--- src/sv/mrle_pkg.sv ---
// Shared types, constants and helper functions of the masked run-length encoder.
package mrle_pkg;

	localparam int unsigned TILE_W = 8;
	localparam int unsigned LEN_W  = 8;
	localparam int unsigned CAP_W  = 10;
	localparam int unsigned APB_DW = 32;
	localparam int unsigned PADDR_W = 3;

	localparam logic [LEN_W-1:0] MAX_RUN   = 8'd255;
	localparam logic [CAP_W-1:0] CAP_RESET = 10'd512;

	// Register index, taken from the word address bits of paddr.
	localparam logic [PADDR_W-3:0] REG_CAPACITY = 1'b0;

	localparam int unsigned QUEUE_DEPTH = 4;
	localparam int unsigned QUEUE_AW    = 2;
	localparam int unsigned QUEUE_CW    = QUEUE_AW + 1;

	// One queue entry: an optional closed run, and for a room's last tile the flushed run.
	typedef struct packed {
		logic              has_a;
		logic [LEN_W-1:0]  len_a;
		logic [TILE_W-1:0] val_a;
		logic [LEN_W-1:0]  len_b;
		logic [TILE_W-1:0] val_b;
		logic              last;
	} cmd_t;

	function automatic logic is_sprite_code(input logic [TILE_W-1:0] code);
		return code inside {8'd18, 8'd22, 8'd23, 8'd26, 8'd28, 8'd64, 8'd8,
			8'd20, 8'd11, 8'd12, 8'd86, 8'd96, 8'd118};
	endfunction

	function automatic logic [TILE_W-1:0] mask_tile(input logic [TILE_W-1:0] code);
		return is_sprite_code(code) ? '0 : code;
	endfunction

endpackage

--- src/sv/masked_run_length_encoder.sv ---
// The command queue and the output register lie between a run's closing tile beat and
// its result beat; a room's last tile may give a second beat from the flush step.
// Throughput: one tile per cycle unless the queue is full; the back end takes a pair
// and a flush step on a last tile that closes a run; the four-entry queue absorbs that.
// Reset clears the open run, the queue, the byte count and overflow flag, and sets
// the capacity register to 512.
module masked_run_length_encoder (
	input  logic                               clk,
	input  logic                               arst_n,
	// Tile input channel.
	input  logic                               tile_valid,
	output logic                               tile_stall,
	input  logic [mrle_pkg::TILE_W-1:0]        tile_value,
	input  logic                               last_tile,
	// Run result channel.
	output logic                               run_valid,
	input  logic                               run_stall,
	output logic [mrle_pkg::LEN_W-1:0]         run_length,
	output logic [mrle_pkg::TILE_W-1:0]        run_value,
	output logic                               room_done,
	output logic                               overflow,
	// Configuration port.
	input  logic                               psel,
	input  logic                               penable,
	input  logic                               pwrite,
	input  logic [mrle_pkg::PADDR_W-1:0]       paddr,
	input  logic [mrle_pkg::APB_DW-1:0]        pwdata,
	output logic [mrle_pkg::APB_DW-1:0]        prdata,
	output logic                               pready
);
	import mrle_pkg::*;

	logic [CAP_W-1:0]   cap_q;
	logic [PADDR_W-3:0] reg_index;
	logic               cfg_write;

	logic tile_fire;
	logic push;
	cmd_t push_data;
	logic pop;
	cmd_t head;
	logic q_empty;
	logic q_full;

	// The register file holds only the capacity; pready is tied high so every
	// access completes in its access cycle.
	assign pready    = 1'b1;
	assign reg_index = paddr[PADDR_W-1:2];
	assign cfg_write = psel && penable && pwrite && pready;
	assign prdata    = (reg_index == REG_CAPACITY) ? {{(APB_DW - CAP_W){1'b0}}, cap_q} : '0;

	always_ff @(posedge clk or negedge arst_n) begin
		if (!arst_n) begin
			cap_q <= CAP_RESET;
		end else if (cfg_write && (reg_index == REG_CAPACITY)) begin
			cap_q <= pwdata[CAP_W-1:0];
		end
	end

	// The front end keeps taking tiles as long as the queue has a free entry,
	// independent of whether the result beat is being stalled downstream.
	assign tile_stall = q_full;
	assign tile_fire  = tile_valid && !tile_stall;

	mrle_front u_front (
		.clk        (clk),
		.arst_n     (arst_n),
		.tile_fire  (tile_fire),
		.tile_value (tile_value),
		.last_tile  (last_tile),
		.push       (push),
		.push_data  (push_data)
	);

	mrle_queue u_queue (
		.clk       (clk),
		.arst_n    (arst_n),
		.push      (push),
		.push_data (push_data),
		.pop       (pop),
		.head      (head),
		.empty     (q_empty),
		.full      (q_full)
	);

	// The back end owns the per-room byte count and overflow flag and the
	// output register that parts it from the downstream side.
	mrle_back u_back (
		.clk        (clk),
		.arst_n     (arst_n),
		.capacity   (cap_q),
		.head       (head),
		.empty      (q_empty),
		.pop        (pop),
		.run_stall  (run_stall),
		.run_valid  (run_valid),
		.run_length (run_length),
		.run_value  (run_value),
		.room_done  (room_done),
		.overflow   (overflow)
	);

endmodule

--- src/sv/mrle_front.sv ---
// Front end: masks entity tiles and merges equal tiles into runs.
module mrle_front (
	input  logic                        clk,
	input  logic                        arst_n,
	input  logic                        tile_fire,
	input  logic [mrle_pkg::TILE_W-1:0] tile_value,
	input  logic                        last_tile,
	output logic                        push,
	output mrle_pkg::cmd_t              push_data
);
	import mrle_pkg::*;

	logic [TILE_W-1:0] cur_val_q;
	logic [LEN_W-1:0]  cur_cnt_q;

	logic [TILE_W-1:0] v;
	logic              opening;
	logic              extend;
	logic              close;
	logic [TILE_W-1:0] next_val;
	logic [LEN_W-1:0]  next_cnt;

	always_comb begin
		v        = mask_tile(tile_value);
		opening  = (cur_cnt_q == '0);
		extend   = !opening && (v == cur_val_q) && (cur_cnt_q < MAX_RUN);
		close    = !opening && !extend;
		next_val = extend ? cur_val_q : v;
		next_cnt = extend ? cur_cnt_q + LEN_W'(1) : LEN_W'(1);

		push_data.has_a = close;
		push_data.len_a = cur_cnt_q;
		push_data.val_a = cur_val_q;
		push_data.len_b = next_cnt;
		push_data.val_b = next_val;
		push_data.last  = last_tile;
		push            = tile_fire && (close || last_tile);
	end

	always_ff @(posedge clk or negedge arst_n) begin
		if (!arst_n) begin
			cur_val_q <= '0;
			cur_cnt_q <= '0;
		end else if (tile_fire) begin
			if (last_tile) begin
				cur_val_q <= '0;
				cur_cnt_q <= '0;
			end else begin
				cur_val_q <= next_val;
				cur_cnt_q <= next_cnt;
			end
		end
	end

endmodule

--- src/sv/mrle_queue.sv ---
// Small FIFO of run commands between the front end and the back end.
module mrle_queue (
	input  logic           clk,
	input  logic           arst_n,
	input  logic           push,
	input  mrle_pkg::cmd_t push_data,
	input  logic           pop,
	output mrle_pkg::cmd_t head,
	output logic           empty,
	output logic           full
);
	import mrle_pkg::*;

	cmd_t                mem_q [QUEUE_DEPTH];
	logic [QUEUE_AW-1:0] wr_ptr_q;
	logic [QUEUE_AW-1:0] rd_ptr_q;
	logic [QUEUE_CW-1:0] count_q;

	always_ff @(posedge clk) begin
		if (push) begin
			mem_q[wr_ptr_q] <= push_data;
		end
	end

	always_ff @(posedge clk or negedge arst_n) begin
		if (!arst_n) begin
			wr_ptr_q <= '0;
			rd_ptr_q <= '0;
			count_q  <= '0;
		end else begin
			if (push) begin
				wr_ptr_q <= wr_ptr_q + QUEUE_AW'(1);
			end
			if (pop) begin
				rd_ptr_q <= rd_ptr_q + QUEUE_AW'(1);
			end
			case ({push, pop})
				2'b10: count_q <= count_q + QUEUE_CW'(1);
				2'b01: count_q <= count_q - QUEUE_CW'(1);
				default: count_q <= count_q;
			endcase
		end
	end

	assign head  = mem_q[rd_ptr_q];
	assign empty = (count_q == '0);
	assign full  = (count_q == QUEUE_CW'(QUEUE_DEPTH));

endmodule

--- src/sv/mrle_back.sv ---
// Back end: charges pairs against the room capacity and drives the result register.
module mrle_back (
	input  logic                        clk,
	input  logic                        arst_n,
	input  logic [mrle_pkg::CAP_W-1:0]  capacity,
	input  mrle_pkg::cmd_t              head,
	input  logic                        empty,
	output logic                        pop,
	input  logic                        run_stall,
	output logic                        run_valid,
	output logic [mrle_pkg::LEN_W-1:0]  run_length,
	output logic [mrle_pkg::TILE_W-1:0] run_value,
	output logic                        room_done,
	output logic                        overflow
);
	import mrle_pkg::*;

	typedef enum logic {PH_PAIR, PH_FLUSH} phase_t;

	phase_t            phase_q;
	logic [CAP_W-1:0]  bytes_q;
	logic              ovf_q;
	logic              a_ovf_q;
	logic              out_valid_q;
	logic [LEN_W-1:0]  out_len_q;
	logic [TILE_W-1:0] out_val_q;
	logic              out_done_q;
	logic              out_ovf_q;

	logic out_ready;
	logic go;
	logic use_a;
	logic fits;
	logic emit;

	always_comb begin
		out_ready = !out_valid_q || !run_stall;
		go        = !empty && out_ready;
		use_a     = (phase_q == PH_PAIR) && head.has_a;
		fits      = ({1'b0, bytes_q} + (CAP_W + 1)'(2)) <= {1'b0, capacity};
		pop       = go && !(use_a && head.last);
		// A step gives a beat unless the room has already overflowed; the flush
		// step still closes a room that overflowed on an earlier command.
		emit      = use_a ? !ovf_q : (!ovf_q || !a_ovf_q);
	end

	always_ff @(posedge clk or negedge arst_n) begin
		if (!arst_n) begin
			phase_q     <= PH_PAIR;
			bytes_q     <= '0;
			ovf_q       <= 1'b0;
			a_ovf_q     <= 1'b0;
			out_valid_q <= 1'b0;
			out_len_q   <= '0;
			out_val_q   <= '0;
			out_done_q  <= 1'b0;
			out_ovf_q   <= 1'b0;
		end else begin
			if (out_ready) begin
				out_valid_q <= go && emit;
			end
			if (go) begin
				if (use_a) begin
					if (!ovf_q) begin
						if (fits) begin
							out_len_q  <= head.len_a;
							out_val_q  <= head.val_a;
							out_done_q <= 1'b0;
							out_ovf_q  <= 1'b0;
							bytes_q    <= bytes_q + CAP_W'(2);
						end else begin
							// The room's last result when nothing can follow it.
							out_len_q  <= '0;
							out_val_q  <= '0;
							out_done_q <= head.last;
							out_ovf_q  <= 1'b1;
							ovf_q      <= 1'b1;
							a_ovf_q    <= head.last;
						end
					end
					if (head.last) begin
						phase_q <= PH_FLUSH;
					end
				end else begin
					if (!ovf_q) begin
						out_done_q  <= 1'b1;
						if (fits) begin
							out_len_q <= head.len_b;
							out_val_q <= head.val_b;
							out_ovf_q <= 1'b0;
						end else begin
							out_len_q <= '0;
							out_val_q <= '0;
							out_ovf_q <= 1'b1;
						end
					end else if (!a_ovf_q) begin
						// Overflowed earlier in the room: close it on an overflow beat.
						out_done_q  <= 1'b1;
						out_len_q   <= '0;
						out_val_q   <= '0;
						out_ovf_q   <= 1'b1;
					end
					bytes_q <= '0;
					ovf_q   <= 1'b0;
					a_ovf_q <= 1'b0;
					phase_q <= PH_PAIR;
				end
			end
		end
	end

	assign run_valid  = out_valid_q;
	assign run_length = out_len_q;
	assign run_value  = out_val_q;
	assign room_done  = out_done_q;
	assign overflow   = out_ovf_q;

endmodule

--- config.mk ---
export PLATFORM = sky130hd
export DESIGN_NAME = masked_run_length_encoder
export DESIGN_NICKNAME = d
export VERILOG_FILES = /design/src/sv/mrle_pkg.sv /design/src/sv/masked_run_length_encoder.sv /design/src/sv/mrle_front.sv /design/src/sv/mrle_queue.sv /design/src/sv/mrle_back.sv
export SDC_FILE = /design/constraint.sdc
export NUM_CORES = 1
export LEC_CHECK = 0
export BUFFER_PORTS_ARGS = -buffer_cell sky130_fd_sc_hd__buf_2
export CAP_MARGIN = 5
export CORE_MARGIN = 5
export CORE_UTILIZATION = 55
export CTS_CLUSTER_DIAMETER = 120
export DETAILED_ROUTE_END_ITERATION = 16
export PLACE_DENSITY_LB_ADDON = 0.15
export REMOVE_ABC_BUFFERS = 1
export SYNTH_ARGS = -nofsm -noshare
export SYNTH_HDL_FRONTEND = slang
export SYNTH_SLANG_ARGS = --single-unit
--- constraint.sdc ---
create_clock -name clk -period 4.83 [get_ports clk]
set_input_delay 0.966 -clock clk [delete_from_list [all_inputs] [get_ports clk]]
set_output_delay 0.966 -clock clk [all_outputs]
set_load 0.02 [all_outputs]
### Yosys cells after proc, flatten, opt, wreduce, memory -nomap -nowiden

Memories as Yosys holds them, arrays and structs flattened.
Index checks and enable logic that the tools add are counted.
W data, S select, Z words.

| cells by class | value |
|---|---|
| bitwise gates (word level) | 2 |
| add/subtract/negate cells | 7 |
| eq/ne operators | 22 |
| magnitude comparators | 2 |
| reduce and logical (&&, ||, !) cells | 33 |
| muxes and demuxes | 40 |

Operators with widths:

| kind | count |
|---|---|
| $mux W8 | 16 |
| $eq A8 B5 Y1 const B | 6 |
| $mux W10 | 4 |
| $eq A8 B7 Y1 const B | 4 |
| $eq A8 B4 Y1 const B | 3 |
| $mux W1 | 19 |
| $logic_and A1 B1 Y1 | 13 |
| $reduce_bool A13 Y1 | 1 |
| $add A10 B2 Y11 const B | 1 |
| $le A11 B10 Y1 | 1 |
| $add A10 B2 Y10 const B | 1 |
| $logic_not A1 Y1 | 9 |
| $reduce_and A3 Y1 | 3 |
| $add A8 B1 Y8 const B | 1 |
| $eq A8 B8 Y1 | 1 |
| $logic_not A8 Y1 | 1 |
| $lt A8 B8 Y1 const B | 1 |
| $ne A2 B2 Y1 const B | 4 |
| $pmux W3 S2 | 1 |
| $add A2 B1 Y2 const B | 2 |
| $add A3 B1 Y3 const B | 1 |
| $eq A3 B3 Y1 const B | 1 |
| $logic_not A3 Y1 | 1 |
| $logic_or A1 B1 Y1 | 3 |
| 7 further kinds | 8 |

| word-level totals | value |
|---|---|
| memories | 1 |
| bits in registers | 65 |
| RAM bits | 136 |
| output and inout bits | 53 |

Memory list:

| memory | words | bits a word | read ports | clocked after Yosys merged registers in | write ports | line | text |
|---|---|---|---|---|---|---|---|
| u_queue.mem_q | 4 | 34 | 1 | 0 | 1 | mrle_queue.sv:14 | `cmd_t mem_q [QUEUE_DEPTH];` |

### Logic depth before layout (Yosys ltp)

Gate-level depths: netlist of run 1.

| logic depth | value |
|---|---|
| word-level depth | 12 |
| mapped depth | 15 |
| depth with buffers taken out | 15 |

### Cells and area by module

From an unflattened synthesis of run 1, not the netlist that was laid out.

| unflattened totals | value |
|---|---|
| cell total of the unflattened synthesis | 632 |
| area total of the unflattened synthesis | 9,243.9 µm² |

By module, submodules not included:

| module | area each (µm²) | cells each | seq. area each (µm²) | times used |
|---|---|---|---|---|
| mrle_queue | 5,358.9 | 214 | 4,259.1 | 1 |
| mrle_back | 1,826.8 | 196 | 775.7 | 1 |
| mrle_front | 1,368.8 | 163 | 400.4 | 1 |
| masked_run_length_encoder | 689.4 | 59 | 251.5 | 1 |

### Least setup slack after synthesis of run 1

No wires, ideal clock.

| path | value |
|---|---|
| path type | input to register |
| start | in tile_value[1] (netlist bit) |
| end | mem u_queue.mem_q[0][0] (netlist bit), enable pin |
| setup slack | 203 ps |
| arrival | 4,202 ps |
| path buffers | 1 |
| stages | 9 |
| data required time | 4,405 ps |
| cells stage by stage | buf_2 > or3b_4 > a2111oi_4 > nor4_1 > a21boi_4 > o31ai_4 > a22oi_4 > o21bai_4 > nor2_1 |

RTL lines:

| what | line | text |
|---|---|---|
| start, declared | masked_run_length_encoder.sv:13 | `input logic [mrle_pkg::TILE_W-1:0] tile_value,` |
| end, declared | mrle_queue.sv:14 |  |

==> metrics, run 1 <==
Inst Count DP 880; Hold Path Cell Cnt 2; via-per-instance ratio 5.727; met3 Use GR 4.621%; post-CTS setup buffer count 0; largest net degree at the start of global routing 39; CP Class input pin to register; total die area 19,050 um^2; clk_lat worst skew 420 ps; count of cell types in the netlist 68; RSZ-0062 raised after global routing false; CP Data Required Time 5180 ps; Fin Clk Skew 8.905 ps; fmax 246.7 MHz; DPL Wire Length 10,940 um; Setup TNS Final 0 ps; syn_area_per_cell 14.33 um^2; Root Buffer clkbuf_16; CTS Buf Count 17; CTS tree done; status finished clean; min Tclk post-route 4053 ps; FP Rows 46; Post-CTS Resized 0; Critical Path AT 4400 ps; Yosys reg bits 200; Crit Path Max Fanout 11; post-synthesis sequential area ratio 63.07%; CTS clk-pin slew, worst paths 70 ps; post-synthesis xor/xnor area fraction 1.943%; initial drt markers 369; Synth Area in Adders 2.581%; PD cells 549.2 nW/um^2; Crit Reg-Reg Endpoint u_queue.count_q[2]; wirelength, routed 17,740 um; number of enable flip-flop cells after synthesis 136; Nets 752; initial antenna violation count 0; number of fillers in the final layout 1,240; # hold bufs at CTS 0; crit start category input pin; Core ar. 16,000 um^2; post-synthesis compound-gate area fraction 9.104%; clock sink count 200; top cells by area, synth edfxtp_1, dfrtp_1, mux4_2, ha_1, buf_4; GR Layer Usage met2 31.89%; grt ovf 0; Synth top area share 45.30%; Post-DRT Antenna Nets 0; diode count 0; worst-margin pin slew 961.7 ps; ys flop type edfxtp_1; die width 138.0 um; I/O pin cnt 104; mux contribution to synthesized area 10.03%; IR Drop Worst-Case VDD 303.7 uV; # setup viols final 0; hold_sp u_back.run_valid; Reg2Reg Setup Slack 1000 ps; final cell count without fillers 912; vias in the first global route 5,326; Via Count 5,223; worst hold path endpoint u_back.run_valid; final hold slack 492.3 ps; Final Cycle Share 83.92%; Simple-Gate Fraction of Synth Area 8.077%; CP Capture Type register; Syn Inst Count 629; Synth-to-Final Area Change 11.02%; Hold/Removal Path Class register to register; layout cells sized above 1 24.57%; maxcap violations 0; Max Root-Sink Buffers 2; gpl congestion 0.8749; Max H-tree Level 4; first-pass GRT wire length 28,990 um; asr flop ratio synth 32.00%; DR WL/cell 19.45 um; worst slew margin relative to its limit 35.89%; Yosys top cell by area edfxtp_1; drt first pass iters 5; R2R cell count 15; Cell Area, Synth 9016 um^2; fin. max-slew vios 0; initial core utilization 56.35%; aggregate global-route resource usage 19.16%; launch point of the worst reg-to-reg path u_front.cur_cnt_q[0]; DRC 0; Ys Warns 0; main combinational cell family by area after synthesis multiplexers; most used routing layer in global routing met2; final hold vios 0; Die Y 138.0 um; Util after Layout 62.56%; Port Buffer Count 56; met1 GRT Util 25.99%; leakage power 3.917 nW
-- how the worst max path moves through the flow --
stage | from | end | slack (ps) | depth (start not counted)
finish | tile_value[3] | u_queue.count_q[2] | 780 | 14
global route | tile_value[3] | u_queue.count_q[2] | 560 | 14
CTS | tile_value[3] | u_queue.count_q[2] | 790 | 14
detailed placement | tile_value[3] | u_queue.count_q[2] | 350 | 14
global placement | tile_value[3] | u_queue.count_q[2] | 470 | 14
floorplan | tile_value[3] | u_queue.mem_q[0][0] | 320 | 8
-- cells in the mapped netlist (3+ instances only) --
library cell and count:
a21o_1 3, a21oi_1 14, a22o_1 14, a22oi_1 16
and2_1 4, and3_1 7, buf_1 3, buf_2 5
buf_4 24, clkbuf_1 17, dfrtp_1 63, edfxtp_1 136
ha_1 17, inv_1 42, mux2_2 11, mux4_2 34
nand2_1 27, nand2b_1 6, nand3_1 10, nand3b_1 4
nor2_1 37, nor2b_1 8, nor3_1 11, nor4_1 3
o21a_1 5, o21ai_0 30, o21ai_1 7, or2_2 5
xnor2_1 9, xor2_1 11
-- metal layers --
| metal | wire, um | share of wire, % | up-vias |
|---|---|---|---|
| met1 | 7809 | 44 | 2654 |
| met3 | 943 | 5.3 | 13 |
| li1 | - | - | 2408 |
| met2 | 8855 | 50 | 148 |
| met5 | 0 | 0 | - |
| met4 | 129 | 0.73 | 0 |
-- cell usage in the layout (no fill, tap or decap), types with 4 or more instances in the layout --
cell type	Yosys	final
edfxtp_1	136	136
dfrtp_1	63	62
buf_2	5	56
inv_1	42	42
mux4_2	34	34
nor2_1	37	33
o21ai_0	30	30
nand2_1	27	27
conb_1	2	23
clkbuf_16	0	18
ha_1	17	17
a22oi_1	16	16
a21oi_1	14	14
a22o_1	14	14
nor3_1	11	11
xor2_1	11	11
mux2_2	11	11
nand3_1	10	10
xnor2_1	9	9
buf_4	24	9
nor2b_1	8	8
and3_1	7	7
o21ai_1	7	7
inv_6	0	7
nand2b_1	6	6
or2_2	5	5
o21a_1	5	5
nand3b_1	4	4
and2_1	4	4
nor2_4	0	4
-- where the power goes --
part           switching [W]  internal (W)
combinational        0.00103      0.000706
clock               0.000640      0.000717
sequential          0.000177       0.00223
total                0.00185       0.00365
-- stage by stage --
| step | setup WS (ps) | power, W | instance area (um^2) |
|---|---|---|---|
| 6_report | 776.8 | 0.005497 | 10010 |
| 5_1_grt | 560.6 | 0.005824 | 10010 |
| 4_1_cts | 793.4 | 0.005568 | 10010 |
| 3_5_place_dp | 354.6 | 0.004211 | 9442 |
| 3_3_place_gp | 474.9 | 0.004140 | 9442 |
| 2_1_floorplan | 317.4 | 0.003634 | 8792 |
-- layout make-up --
class                           instances  area [um^2]  area share [%]
Inverter                               42        157.7           1.575
Clock buffer                           19        464.2           4.637
Sequential cell                       200         5688           56.83
Clock inverter                         13        103.9           1.038
Timing Repair Buffer                   65        347.8           3.475
Tap cell                              216        270.3           2.700
Multi-Input combinational cell        357         2978           29.75
-- sequential cells by signal (all words and copies together), names as in the netlist, 2 cells and up --
register	count
u_back.run_length	8
u_queue.count_q	3
u_back.run_value	8
cap_q	10
u_front.cur_cnt_q	8
u_queue.mem_q	136
u_back.bytes_q	9
u_queue.rd_ptr_q	2
u_queue.wr_ptr_q	2
u_front.cur_val_q	8
-- cells by family (layout without fill, tap and decap cells) --
kind of cell,count (synthesis),after routing
compound gates,110,110
xor+xnor,20,20
fa+ha+maj,18,18
buf+inv,93,139
flops,200,200
mux,46,46
other cells,2,23
simple gates,140,140
-- worst max-delay path, cell delays in order --
cell       delay [ps]
buf_2             200
or3b_4            420
a2111oi_4         510
o41ai_2           210
a211oi_2          280
o32a_2            250
a22oi_4           100
o21bai_4          380
ha_1              250
inv_1              60
fa_1              370
xor2_1            150
nor2_1            110
xor2_1            160
No activity file was read; power rests on OpenSTA's default activity.
==> run 2, diff against run 1 <==
Clock period 4.83 ns to 4.16 ns, I/O delays scaled along.
==> run 2 against run 1 <==
Combinational power is 16% higher. Count of clock-buffer cells in the layout rose by 2. Critical path depth is the same. Sequential power grew 18%. Cell count increased by 0.33%. Design area up 0.64%. Critical endpoint unchanged.
==> metrics, run 2 (synthesis gave the netlist of run 1 again) <==
final hold vios 0; status finished clean; Hold/Removal Path Class input pin to async pin; R2R cell count 15; Max Root-Sink Buffers 2; initial antenna violation count 0; Inst Count DP 883; DPL Wire Length 11,250 um; fin. max-slew vios 0; post-CTS setup buffer count 0; switching power 0.002131 W; # hold bufs at CTS 0; clock power share 24.0%; Die Y 138.0 um; Core ar. 16,000 um^2; final cell count without fillers 915; I/O pin cnt 104; dpl cell area 9514 um^2; largest net degree at the start of global routing 41; RSZ-0062 raised after global routing false; worst slew margin relative to its limit 38.91%; Post-DRT Antenna Nets 0; aggregate global-route resource usage 19.08%; commonest non-fill, non-tap cell in the layout edfxtp_1; Comb pwr share 31.6%; crit start category input pin; DRC 0; clock sink count 200; # setup viols final 0; Root Buffer clkbuf_16; CTS Buf Count 17; P_int 0.004268 W; Max H-tree Level 4; Critical Path AT 3980 ps; maxcap violations 0; fmax 275.6 MHz; Reg2Reg Setup Slack 570 ps; Final WS setup 531.7 ps; grt ovf 0; DR WL/cell 19.12 um; first-pass GRT wire length 28,570 um; CTS tree done; Synth-to-Final Area Change 11.73%; diode count 0; Post-Layout Inst Area 10,070 um^2; worst-margin pin slew 909.3 ps; Crit Path Max Fanout 11; Placement Setup Slack 76.21 ps; Fin Clk Skew 10.45 ps; min Tclk post-route 3628 ps; drt first pass iters 5; largest register by flop count u_queue.mem_q; Via Count 5,162; Setup TNS Final 0 ps; Post-CTS Resized 0; CTS clk-pin slew, worst paths 70 ps; FP Rows 46; leakage power 3.926 nW; Final Cycle Share 87.22%; CP Data Required Time 4520 ps; IR Drop Worst-Case VDD 318.1 uV; via-per-instance ratio 5.642; die width 138.0 um; initial core utilization 56.35%; Port Buffer Count 56; gpl congestion 0.8642; Net Sw Frac 33.31%; PD cells 635.2 nW/um^2; layout cells sized above 1 24.75%; clk_lat worst skew 430 ps; wirelength, routed 17,490 um; Flop pwr share 44.4%; most frequent cells in the layout edfxtp_1, dfrtp_1, buf_2, inv_1, mux4_2; final hold slack 395.7 ps; top flop regs u_queue.mem_q (136), cap_q (10), u_back.bytes_q (9); number of flip-flops in the largest register 136; CP Class input pin to register; vias in the first global route 5,299; CP Capture Type register; initial drt markers 422; Crit Reg-Reg Endpoint u_queue.count_q[2]; total die area 19,050 um^2; launch point of the worst reg-to-reg path u_front.cur_cnt_q[0]; Nets 755
run 2: changes by cell type in the layout (fill, tap and decap cells not counted), sizes merged:
cell / change
buf: +3
clkbuf: +2
clkinv: -1
clkinvlp: +3
inv: -4
run 2: worst max-delay path by stage:
| stage | from | to | slack [ps] | cells past startpoint |
|---|---|---|---|---|
| after floorplan | tile_value[3] | u_queue.mem_q[0][0] | -220 | 8 |
| after global placement | tile_value[3] | u_queue.count_q[2] | 190 | 14 |
| after detailed placement | tile_value[3] | u_queue.count_q[2] | 80 | 14 |
| after CTS | tile_value[3] | u_queue.count_q[2] | 530 | 14 |
| after global routing | u_front.cur_cnt_q[0] | u_queue.count_q[2] | 310 | 15 |
| final | tile_value[3] | u_queue.count_q[2] | 530 | 14 |
run 2: power by group through the flow:
stage	clock network [W]	logic [W]	registers, W
finish	0.00153	0.00202	0.00284
global route	0.00165	0.00222	0.00289
CTS	0.00157	0.00206	0.00285
detailed placement	0	0.00205	0.00289
global placement	0	0.00201	0.00286
floorplan	0	0.00121	0.00301
run 2: final cells by class:
class / count / area, um^2
fill: 1232 / 5927
inverter: 42 / 157.7
multi-input combinational: 357 / 2978
timing repair buffer: 68 / 420.4
sequential: 200 / 5688
clock buffer: 21 / 470.5
clock inverter: 11 / 88.84
tap: 216 / 270.3
run 2: critical path, cell delays in order:
cell and delay [ps]:
buf_2 190, or3b_4 410, a2111oi_4 490, o41ai_2 200
a211oi_2 290, o32a_2 250, a22oi_4 100, o21bai_4 160
ha_1 200, inv_1 60, fa_1 380, xor2_1 150
nor2_1 110, xor2_1 160
run 2: per-stage QoR:
step	util, %	total power (W)
floorplan	-	0.004219
CTS	62.96	0.006481
detailed placement	59.46	0.004940
global placement	59.46	0.004868
global route	62.96	0.006761
finish	62.96	0.006399
run 2: metal layers:
layer / vias up / track usage, % / share of wire, %
met2: 148 / 31.17 / 50
li1: 2415 / - / -
met4: 0 / 5.616 / 1.0
met3: 17 / 4.655 / 5.6
met5: - / 0 / 0
met1: 2582 / 25.75 / 44
